`src/rtl/ptl_pkg.sv`:
```
// Shared types and constants for the pedestrian traffic light controller.
`default_nettype none

package ptl_pkg;

	typedef enum logic [4:0] {
		PH_RED    = 5'b00001,
		PH_BEEP   = 5'b00010,
		PH_GREEN  = 5'b00100,
		PH_HOLD   = 5'b01000,
		PH_YELLOW = 5'b10000
	} phase_t;

	localparam logic [2:0] PHASE_CODE_RED    = 3'd0;
	localparam logic [2:0] PHASE_CODE_BEEP   = 3'd1;
	localparam logic [2:0] PHASE_CODE_GREEN  = 3'd2;
	localparam logic [2:0] PHASE_CODE_HOLD   = 3'd3;
	localparam logic [2:0] PHASE_CODE_YELLOW = 3'd4;

	localparam logic [2:0] REG_RED_LONG     = 3'd0;
	localparam logic [2:0] REG_RED_SHORT    = 3'd1;
	localparam logic [2:0] REG_GREEN_MAX    = 3'd2;
	localparam logic [2:0] REG_EARLY_WINDOW = 3'd3;
	localparam logic [2:0] REG_HOLD         = 3'd4;
	localparam logic [2:0] REG_YELLOW       = 3'd5;
	localparam logic [2:0] REG_BEEP_ON      = 3'd6;
	localparam logic [2:0] REG_BEEP_PERIOD  = 3'd7;

	localparam logic [11:0] TIMER_MAX = 12'hFFF;

	typedef struct packed {
		logic [11:0] red_long_ticks;
		logic [11:0] red_short_ticks;
		logic [11:0] green_max_ticks;
		logic [11:0] early_window_ticks;
		logic [11:0] hold_ticks;
		logic [11:0] yellow_ticks;
		logic [7:0]  beep_on_ticks;
		logic [7:0]  beep_period_ticks;
	} cfg_t;

	typedef struct packed {
		logic       car_red;
		logic       car_yellow;
		logic       car_green;
		logic       walk_red;
		logic       walk_green;
		logic       tone_on;
		logic [2:0] phase;
	} result_t;

endpackage

`default_nettype wire

```
`src/rtl/pedestrian_traffic_light_controller.sv`:
```
// Latency: a tick beat accepted at one edge shows its lamp result from the next cycle on.
// Throughput: one beat per cycle while out_ready is high; the result register refills in the cycle it is taken.
// The phase sequencer updates its counters once per accepted beat, with no iteration.
// Reset (arst_n low, asynchronous) selects the red phase, clears all timers and
// restores every configuration register to its default value.
`default_nettype none

module pedestrian_traffic_light_controller
	import ptl_pkg::*;
#(
	parameter int BEEP_COUNT     = 4,
	parameter int CHECK_INTERVAL = 10
) (
	input  wire logic        clk,
	input  wire logic        arst_n,
	input  wire logic        cfg_we,
	input  wire logic [2:0]  cfg_index,
	input  wire logic [11:0] cfg_data,
	input  wire logic        in_valid,
	output      logic        in_ready,
	input  wire logic        button_pressed,
	output      logic        out_valid,
	input  wire logic        out_ready,
	output      logic        car_red,
	output      logic        car_yellow,
	output      logic        car_green,
	output      logic        walk_red,
	output      logic        walk_green,
	output      logic        tone_on,
	output      logic [2:0]  phase
);

	cfg_t    cfg_q;
	result_t res;
	result_t res_q;
	logic    out_valid_q;
	logic    accept;

	always_ff @(posedge clk or negedge arst_n) begin
		if (!arst_n) begin
			cfg_q.red_long_ticks     <= 12'd800;
			cfg_q.red_short_ticks    <= 12'd200;
			cfg_q.green_max_ticks    <= 12'd800;
			cfg_q.early_window_ticks <= 12'd700;
			cfg_q.hold_ticks         <= 12'd101;
			cfg_q.yellow_ticks       <= 12'd60;
			cfg_q.beep_on_ticks      <= 8'd10;
			cfg_q.beep_period_ticks  <= 8'd15;
		end else if (cfg_we) begin
			case (cfg_index)
				REG_RED_LONG:     cfg_q.red_long_ticks     <= cfg_data;
				REG_RED_SHORT:    cfg_q.red_short_ticks    <= cfg_data;
				REG_GREEN_MAX:    cfg_q.green_max_ticks    <= cfg_data;
				REG_EARLY_WINDOW: cfg_q.early_window_ticks <= cfg_data;
				REG_HOLD:         cfg_q.hold_ticks         <= cfg_data;
				REG_YELLOW:       cfg_q.yellow_ticks       <= cfg_data;
				REG_BEEP_ON:      cfg_q.beep_on_ticks      <= cfg_data[7:0];
				REG_BEEP_PERIOD:  cfg_q.beep_period_ticks  <= cfg_data[7:0];
				default: ;
			endcase
		end
	end

	assign in_ready = !out_valid_q || out_ready;
	assign accept   = in_valid && in_ready;

	ptl_seq #(
		.BEEP_COUNT     (BEEP_COUNT),
		.CHECK_INTERVAL (CHECK_INTERVAL)
	) u_seq (
		.clk            (clk),
		.arst_n         (arst_n),
		.step           (accept),
		.button_pressed (button_pressed),
		.cfg            (cfg_q),
		.res            (res)
	);

	always_ff @(posedge clk or negedge arst_n) begin
		if (!arst_n) begin
			out_valid_q <= 1'b0;
		end else if (accept) begin
			out_valid_q <= 1'b1;
		end else if (out_ready) begin
			out_valid_q <= 1'b0;
		end
	end

	always_ff @(posedge clk) begin
		if (accept) begin
			res_q <= res;
		end
	end

	assign out_valid  = out_valid_q;
	assign car_red    = res_q.car_red;
	assign car_yellow = res_q.car_yellow;
	assign car_green  = res_q.car_green;
	assign walk_red   = res_q.walk_red;
	assign walk_green = res_q.walk_green;
	assign tone_on    = res_q.tone_on;
	assign phase      = res_q.phase;

endmodule

`default_nettype wire

```
`src/rtl/ptl_seq.sv`:
```
// Phase sequencer: state registers, lamp decode and next-state logic per tick.
`default_nettype none

module ptl_seq
	import ptl_pkg::*;
#(
	parameter int BEEP_COUNT     = 4,
	parameter int CHECK_INTERVAL = 10
) (
	input  wire logic    clk,
	input  wire logic    arst_n,
	input  wire logic    step,
	input  wire logic    button_pressed,
	input  wire cfg_t    cfg,
	output result_t      res
);

	phase_t      phase_q, phase_d;
	logic [11:0] timer_q, timer_d;
	logic [11:0] elapsed_q, elapsed_d;
	logic        short_q, short_d;
	logic [2:0]  beeps_q, beeps_d;
	logic [11:0] timer_inc;
	logic [11:0] elapsed_inc;
	logic [11:0] red_len;
	logic [2:0]  beeps_inc;

	always_comb begin
		res = '0;
		case (phase_q)
			PH_BEEP: begin
				res.car_red    = 1'b1;
				res.walk_green = 1'b1;
				res.tone_on    = (timer_q < {4'd0, cfg.beep_on_ticks});
				res.phase      = PHASE_CODE_BEEP;
			end
			PH_GREEN: begin
				res.car_green = 1'b1;
				res.walk_red  = 1'b1;
				res.phase     = PHASE_CODE_GREEN;
			end
			PH_HOLD: begin
				res.car_green = 1'b1;
				res.walk_red  = 1'b1;
				res.phase     = PHASE_CODE_HOLD;
			end
			PH_YELLOW: begin
				res.car_yellow = 1'b1;
				res.walk_red   = 1'b1;
				res.phase      = PHASE_CODE_YELLOW;
			end
			default: begin
				res.car_red    = 1'b1;
				res.walk_green = 1'b1;
				res.phase      = PHASE_CODE_RED;
			end
		endcase
	end

	assign timer_inc   = timer_q + 12'd1;
	assign elapsed_inc = (elapsed_q != TIMER_MAX) ? elapsed_q + 12'd1 : elapsed_q;
	assign red_len     = short_q ? cfg.red_short_ticks : cfg.red_long_ticks;
	assign beeps_inc   = beeps_q + 3'd1;

	always_comb begin
		phase_d   = phase_q;
		timer_d   = timer_inc;
		elapsed_d = elapsed_q;
		short_d   = short_q;
		beeps_d   = beeps_q;
		case (phase_q)
			PH_RED: begin
				if (timer_inc >= red_len) begin
					short_d = 1'b0;
					beeps_d = 3'd0;
					phase_d = PH_BEEP;
					timer_d = 12'd0;
				end
			end
			PH_BEEP: begin
				if (timer_inc >= {4'd0, cfg.beep_period_ticks}) begin
					timer_d = 12'd0;
					beeps_d = beeps_inc;
					if (beeps_inc >= 3'(BEEP_COUNT)) begin
						beeps_d   = 3'd0;
						elapsed_d = 12'd0;
						phase_d   = PH_GREEN;
					end
				end
			end
			PH_GREEN: begin
				elapsed_d = elapsed_inc;
				if (timer_inc >= 12'(CHECK_INTERVAL)) begin
					timer_d = 12'd0;
					if (button_pressed && (elapsed_inc < cfg.early_window_ticks)) begin
						short_d = 1'b1;
						phase_d = PH_HOLD;
					end else if ((elapsed_inc > cfg.green_max_ticks) ||
							(elapsed_inc == TIMER_MAX)) begin
						phase_d = PH_YELLOW;
					end
				end
			end
			PH_HOLD: begin
				if (timer_inc >= cfg.hold_ticks) begin
					phase_d = PH_YELLOW;
					timer_d = 12'd0;
				end
			end
			PH_YELLOW: begin
				if (timer_inc >= cfg.yellow_ticks) begin
					phase_d = PH_RED;
					timer_d = 12'd0;
				end
			end
			default: begin
				phase_d   = PH_RED;
				timer_d   = 12'd0;
				elapsed_d = 12'd0;
				beeps_d   = 3'd0;
			end
		endcase
	end

	always_ff @(posedge clk or negedge arst_n) begin
		if (!arst_n) begin
			phase_q   <= PH_RED;
			timer_q   <= 12'd0;
			elapsed_q <= 12'd0;
			short_q   <= 1'b0;
			beeps_q   <= 3'd0;
		end else if (step) begin
			phase_q   <= phase_d;
			timer_q   <= timer_d;
			elapsed_q <= elapsed_d;
			short_q   <= short_d;
			beeps_q   <= beeps_d;
		end
	end

endmodule

`default_nettype wire

```
`config.mk`:
```
export PLATFORM = sky130hd
export DESIGN_NAME = pedestrian_traffic_light_controller
export DESIGN_NICKNAME = d
export VERILOG_FILES = /design/src/rtl/ptl_pkg.sv /design/src/rtl/pedestrian_traffic_light_controller.sv /design/src/rtl/ptl_seq.sv
export SDC_FILE = /design/constraint.sdc
export NUM_CORES = 1
export LEC_CHECK = 0
export ABC_AREA = 1
export BUFFER_PORTS_ARGS = -buffer_cell sky130_fd_sc_hd__buf_2
export CELL_PAD_IN_SITES_DETAIL_PLACEMENT = 1
export CELL_PAD_IN_SITES_GLOBAL_PLACEMENT = 1
export CORE_ASPECT_RATIO = 0.8
export CORE_MARGIN = 2
export CORE_UTILIZATION = 29
export CTS_CLUSTER_DIAMETER = 60
export DETAILED_ROUTE_END_ITERATION = 8
export GPL_ROUTABILITY_DRIVEN = 0
export PLACE_DENSITY = 0.53
export SETUP_SLACK_MARGIN = 0.3
export SYNTH_ARGS = -nofsm -noshare
export SYNTH_HDL_FRONTEND = slang
export SYNTH_SLANG_ARGS = --single-unit
```
`constraint.sdc`:
```
create_clock -name clk -period 3.2 [get_ports clk]
set_clock_uncertainty 0.15 [all_clocks]
set_input_delay 0.32 -clock clk [delete_from_list [all_inputs] [get_ports clk]]
set_output_delay 0.32 -clock clk [all_outputs]
set_load 0.02 [all_outputs]
```
### Word level (Yosys, flattened, before mapping)

Cells that the tools add are included.

* flip-flop bits (word level): 130
* input port bits: 21
* output and inout port bits: 11

* $add $sub $neg: 3
* $lt $le $gt $ge: 9
* eq/ne operators: 22
* mux-type cells: 35
* bitwise gates (word level): 2
* reductions and logical operators: 23

Operators with widths (count)
* 12-bit 2-to-1 mux: 9
* 12-bit case mux with 5 select lines: 1
* 5-bit 2-to-1 mux: 8
* 12-bit >= comparator: 3
* 12-bit case mux with 3 select lines: 1
* 5-bit case mux with 5 select lines: 1
* 12-bit by 1-bit adder with 12-bit output (second input constant): 2
* 2-bit AND reduction: 8
* 2-bit by 1-bit != test with 1-bit output (second input constant): 7
* 12-bit equality test (second input constant): 1
* 3-bit equality test (second input constant): 4
* 12-bit by 4-bit >= comparator with 1-bit output (second input constant): 1
* 12-bit by 8-bit >= comparator with 1-bit output: 1
* 12-bit greater-than comparator: 1
* 12-bit < comparator: 1
* 12-bit by 8-bit < comparator with 1-bit output: 1
* 12-bit != test (second input constant): 1
* 3-bit case mux with 4 select lines: 1
* 1-bit 2-to-1 mux: 9
* 3-bit 2-to-1 mux: 3
* 3-bit case mux with 3 select lines: 1
* 4-bit AND reduction: 2
* 8-bit AND reduction: 1
* 3-bit by 2-bit equality test with 1-bit output (second input constant): 2
* 19 further kinds: 24

### Longest topological paths before layout

* word-level depth: 8
* gate-level depth with buffers: 21

### Modules after synthesis

A second synthesis with hierarchy kept.

* cells, all modules: 1065
* area total of the unflattened synthesis: 8199.1 um^2

By module, submodules not included
* ptl_seq: times used 1, cells each 646, area an instance 4319.1 um^2
* pedestrian_traffic_light_controller: times used 1, cells each 419, area an instance 3880.0 um^2

### Worst setup path before layout

Ideal clock, no wire load.

* kind: reg2reg
* start: register u_seq.timer_q[0]
* end: register u_seq.phase_q[4]
* library setup time: 0.117 ns
* arrival time: 2.467 ns
* required time: 2.933 ns
* setup slack: 0.465 ns
* cell stages (with the launch flop): 20
* clock period less this slack: 2.735 ns
* cells stage by stage: dfrtp_1 ha_1 nand2_1 nor2_2 nand2_1 o21ai_1 nand2_1 ha_1 nand2_1 nor2_1 and2_1 nand2_1 nand4_1 nand2_1 nor2_1 nand3_1 nor2_2 nand2_4 nand2_1 nand2_1

* cells in the longest elaborated chain, start to end: 4

Ends and longest elaborated chain
* start: declaration: line ptl_seq.sv:19 `logic [11:0] timer_q, timer_d;`
* start signal: assignment: line ptl_seq.sv:134 `timer_q <= timer_d;`
* 12-bit by 1-bit adder with 12-bit output *: line ptl_seq.sv:60 `assign timer_inc = timer_q + 12'd1;`
* 12-bit >= comparator (tied with other cells): line ptl_seq.sv:111 `if (timer_inc >= cfg.yellow_ticks) begin`
* 2-bit by 1-bit != test with 1-bit output (no source line)
* 8-bit AND reduction (no source line) *
* end signal: assignment: line ptl_seq.sv:133 `phase_q <= phase_d;`
* end: declaration: line ptl_seq.sv:18 `phase_t phase_q, phase_d;`

Every way passes the cells marked *; elsewhere a longest branch is shown, timed or not.
A chain may end at the register's enable or synchronous reset.

### Worst setup path in the final report

* start: register u_seq.timer_q[0]
* end: register u_seq.phase_q[1]

Same word-level chain as after synthesis.

==> impl_metrics.toml <==
[finish]
instances_no_fill = 1418
final_common_cell = "nand2_1"
n_antenna_cell = 0
final_nets = 1147
final_cell_mix = "nand2_1, inv_1, o21ai_0"
drive_above_1_share_pct = 22.1
area_growth_pct = 25.5

[sta]
period_share_pct = 88.2
tightest_slew_ns = 0.993
maxSlewHeadroom_pct = 33.6
fin_setup_tns_ns = 0
hold_viol = 0
layout_min_cycle_time_ns = 2.82
rsz0062_at_grt = "yes"
setup_violations = 0
slew_viol_final = 0
fmax_mhz = 354

[run]
cap_violations = 0

[setup_path]
r2r_cells = 19
critPathRequiredTime_ns = 3.37
crit_path_start_kind = "flop"
critPathMaxFanout = 5
critPathArrivalTime_ns = 2.99
r2r_setup_slack_ns = 0.38
cp-end-kind = "flop"
crit_type = "flop to flop"
r2r-start = "u_seq.timer_q[0]$_DFFE_PN0P_"
r2r-end = "u_seq.phase_q[1]$_DFFE_PN0P_"

[global_routing]
grt_pass1_wl_mm = 38.0
grt.overflow.total = 0
grt_pass1_vias = 6528
grt_usage_pct = 17.7
grt_max_degree = 60
antenna_found_initial = 0

[clock_tree]
clk_pin_slew_ns = 0.07
cts_tree = "done"
clock_latency_ns = 0.44
htree_levels = 4
cts_buffer_depth = 2
cts_buffers = 17
cts.sinks = 129
cts-root-buf = "clkbuf_16"

[yosys]
ys_ff_latch = 129
synthCells = 966
postSynthAreaPerCell_sq_um = 8.00
syn_area_sq_mm = 0.00773
yosysWarnings = 0
synth_nets = 1065
synth-main-ff-cell = "dfrtp_1"
async_flop_share_pct = 94.6
synth_edf_count = 7
synth.distinct_cells = 42
ys_seq_area_share_pct = 42.7

[place]
port-buffer-count = 31
hpwl_mm = 17.1
placed_cells = 1360

[detailed_routing]
viasPerCell = 4.58
first_iter_violations = 303
wl_per_cell_um = 16.2
via_count = 6488
finalWirelength_mm = 23.0
ant_nets = 0
dr.pass1.iters = 5
drc = 0

[die]
io_pins = 32
initial_utilization_pct = 29.4
die_w_um = 187
die_area_sq_mm = 0.0280
die_h_um = 150
rows = 53
core-area_sq_mm = 0.0263

[power]
finalPower_mw = 6.03
p_leak_nw = 4.75
peakVddDrop_mv = 0.386
powerDensity_mw_per_mm2 = 622

[hold_path]
min_delay_path_depth = 4
worstHoldStart = "out_ready"
hold_end = "out_valid$_DFFE_PN0P_"
hp-class = "input pin to flop"

[status]
status = "complete, no violations"
==> kinds of logic (layout without fill, tap and decap cells) <==
group                    count (synthesis)  in the layout  share of synthesized area, %
buffers and inverters                  167            262                          8.40
AND/OR/NAND/NOR                        408            408                          22.4
XOR/XNOR                                 8              8                         0.906
adder cells (fa/ha/maj)                 78             78                          12.6
AO/OA/AOI/OAI                          164            164                          11.4
multiplexers                            12             12                          1.57
flip-flops                             129            129                          42.7
==> sequential cells by signal, indices dropped and copies added, names as in the netlist <==
name,cells
cfg_q,88
u_seq.elapsed_q,12
u_seq.beeps_q,3
car_green,1
walk_green,1
walk_red,1
out_valid,1
u_seq.short_q,1
tone_on,1
phase,2
car_yellow,1
u_seq.timer_q,12
u_seq.phase_q,5
==> routing by layer <==
metal	wire length, um	GRT usage [%]	share of wire [%]
met1	12900	26.8	56
met2	9530	25.7	41
met3	439	3.28	1.9
met4	184	4.60	0.80
met5	0	0	0
==> through the flow <==
stage | setup WS (ns) | cell area (sq um) | util (%) | hold slack [ns]
3_3_place_gp | 0.0273 | 8460 | 32.2 | 0.170
6_report | 0.376 | 9700 | 36.9 | 0.0241
3_5_place_dp | 0.0203 | 8460 | 32.2 | 0.167
5_1_grt | 0.125 | 9700 | 36.9 | 0.0627
4_1_cts | 0.285 | 9370 | 35.7 | 0.000223
2_1_floorplan | 0.465 | 7730 | - | -0.126
==> report_power, final <==
group	leakage, nW	switching, mW	internal, mW
Sequential	1.57	0.183	1.99
Combinational	2.91	1.22	0.688
Clock	0.272	0.827	1.12
Total	4.75	2.23	3.80
==> synthesized netlist by cell type, types with 5 or more instances <==
| cell | n | area, sq um |
|---|---|---|
| nand2_1 | 281 | 1050 |
| inv_1 | 144 | 541 |
| o21ai_0 | 109 | 546 |
| dfrtp_1 | 92 | 2300 |
| ha_1 | 78 | 976 |
| nor2_1 | 43 | 161 |
| nand3_1 | 42 | 210 |
| a21oi_1 | 30 | 150 |
| dfstp_2 | 30 | 788 |
| clkbuf_1 | 17 | 63.8 |
| nand4_1 | 15 | 93.8 |
| mux2i_1 | 11 | 110 |
| edfxtp_1 | 7 | 210 |
| o21ai_1 | 7 | 35.0 |
| xor2_1 | 6 | 52.6 |
| nor3_1 | 5 | 25.0 |
==> worst max-delay path by stage <==
stage,start,endpoint,slack (ns),cells past startpoint
global placement,u_seq.elapsed_q[1]$_DFFE_PN0P_,u_seq.phase_q[4]$_DFFE_PN0P_,0.03,16
floorplan,u_seq.timer_q[0]$_DFFE_PN0P_,u_seq.phase_q[4]$_DFFE_PN0P_,0.47,19
detailed placement,u_seq.elapsed_q[1]$_DFFE_PN0P_,u_seq.phase_q[4]$_DFFE_PN0P_,0.02,16
finish,u_seq.timer_q[0]$_DFFE_PN0P_,u_seq.phase_q[1]$_DFFE_PN0P_,0.38,19
global route,u_seq.timer_q[0]$_DFFE_PN0P_,u_seq.phase_q[4]$_DFFE_PN0P_,0.13,19
CTS,u_seq.timer_q[1]$_DFFE_PN0P_,u_seq.phase_q[1]$_DFFE_PN0P_,0.28,19
==> critical path, cell delays in order, from the launching register on <==
cell	delay [ns]
dfrtp_2	0.43
ha_4	0.17
nand2_4	0.07
nor2_4	0.14
nand2_4	0.10
o21ai_4	0.16
nand2_4	0.11
ha_4	0.29
nand2_4	0.05
nor2_4	0.12
and2_4	0.15
nand2_2	0.04
nand4_1	0.09
nand2_2	0.08
nor2_2	0.09
nand3_2	0.09
nor2_4	0.17
nand2_4	0.10
nand2_2	0.06
nand2_1	0.05
==> what timing repair did <==
item | in CTS | in global routing
setup endpoints to repair | 19 | 33
setup buffers | 8 | 10
gates cloned | 0 | 0
gates resized for setup | 40 | 67
endpoints found under the hold margin | 29 | 0
pin swaps | 21 | 23
hold buffers | 8 | 0
==> area by class of cell <==
type	count	area (sq um)
Clock buffer	19	454
Timing Repair Buffer	86	634
Fill cell	3164	16600
Sequential cell	129	3310
Clock inverter	13	123
Multi-Input combinational cell	670	4190
Tap cell	357	447
Inverter	144	541
Note: power is estimated with default switching activity, not from simulation.
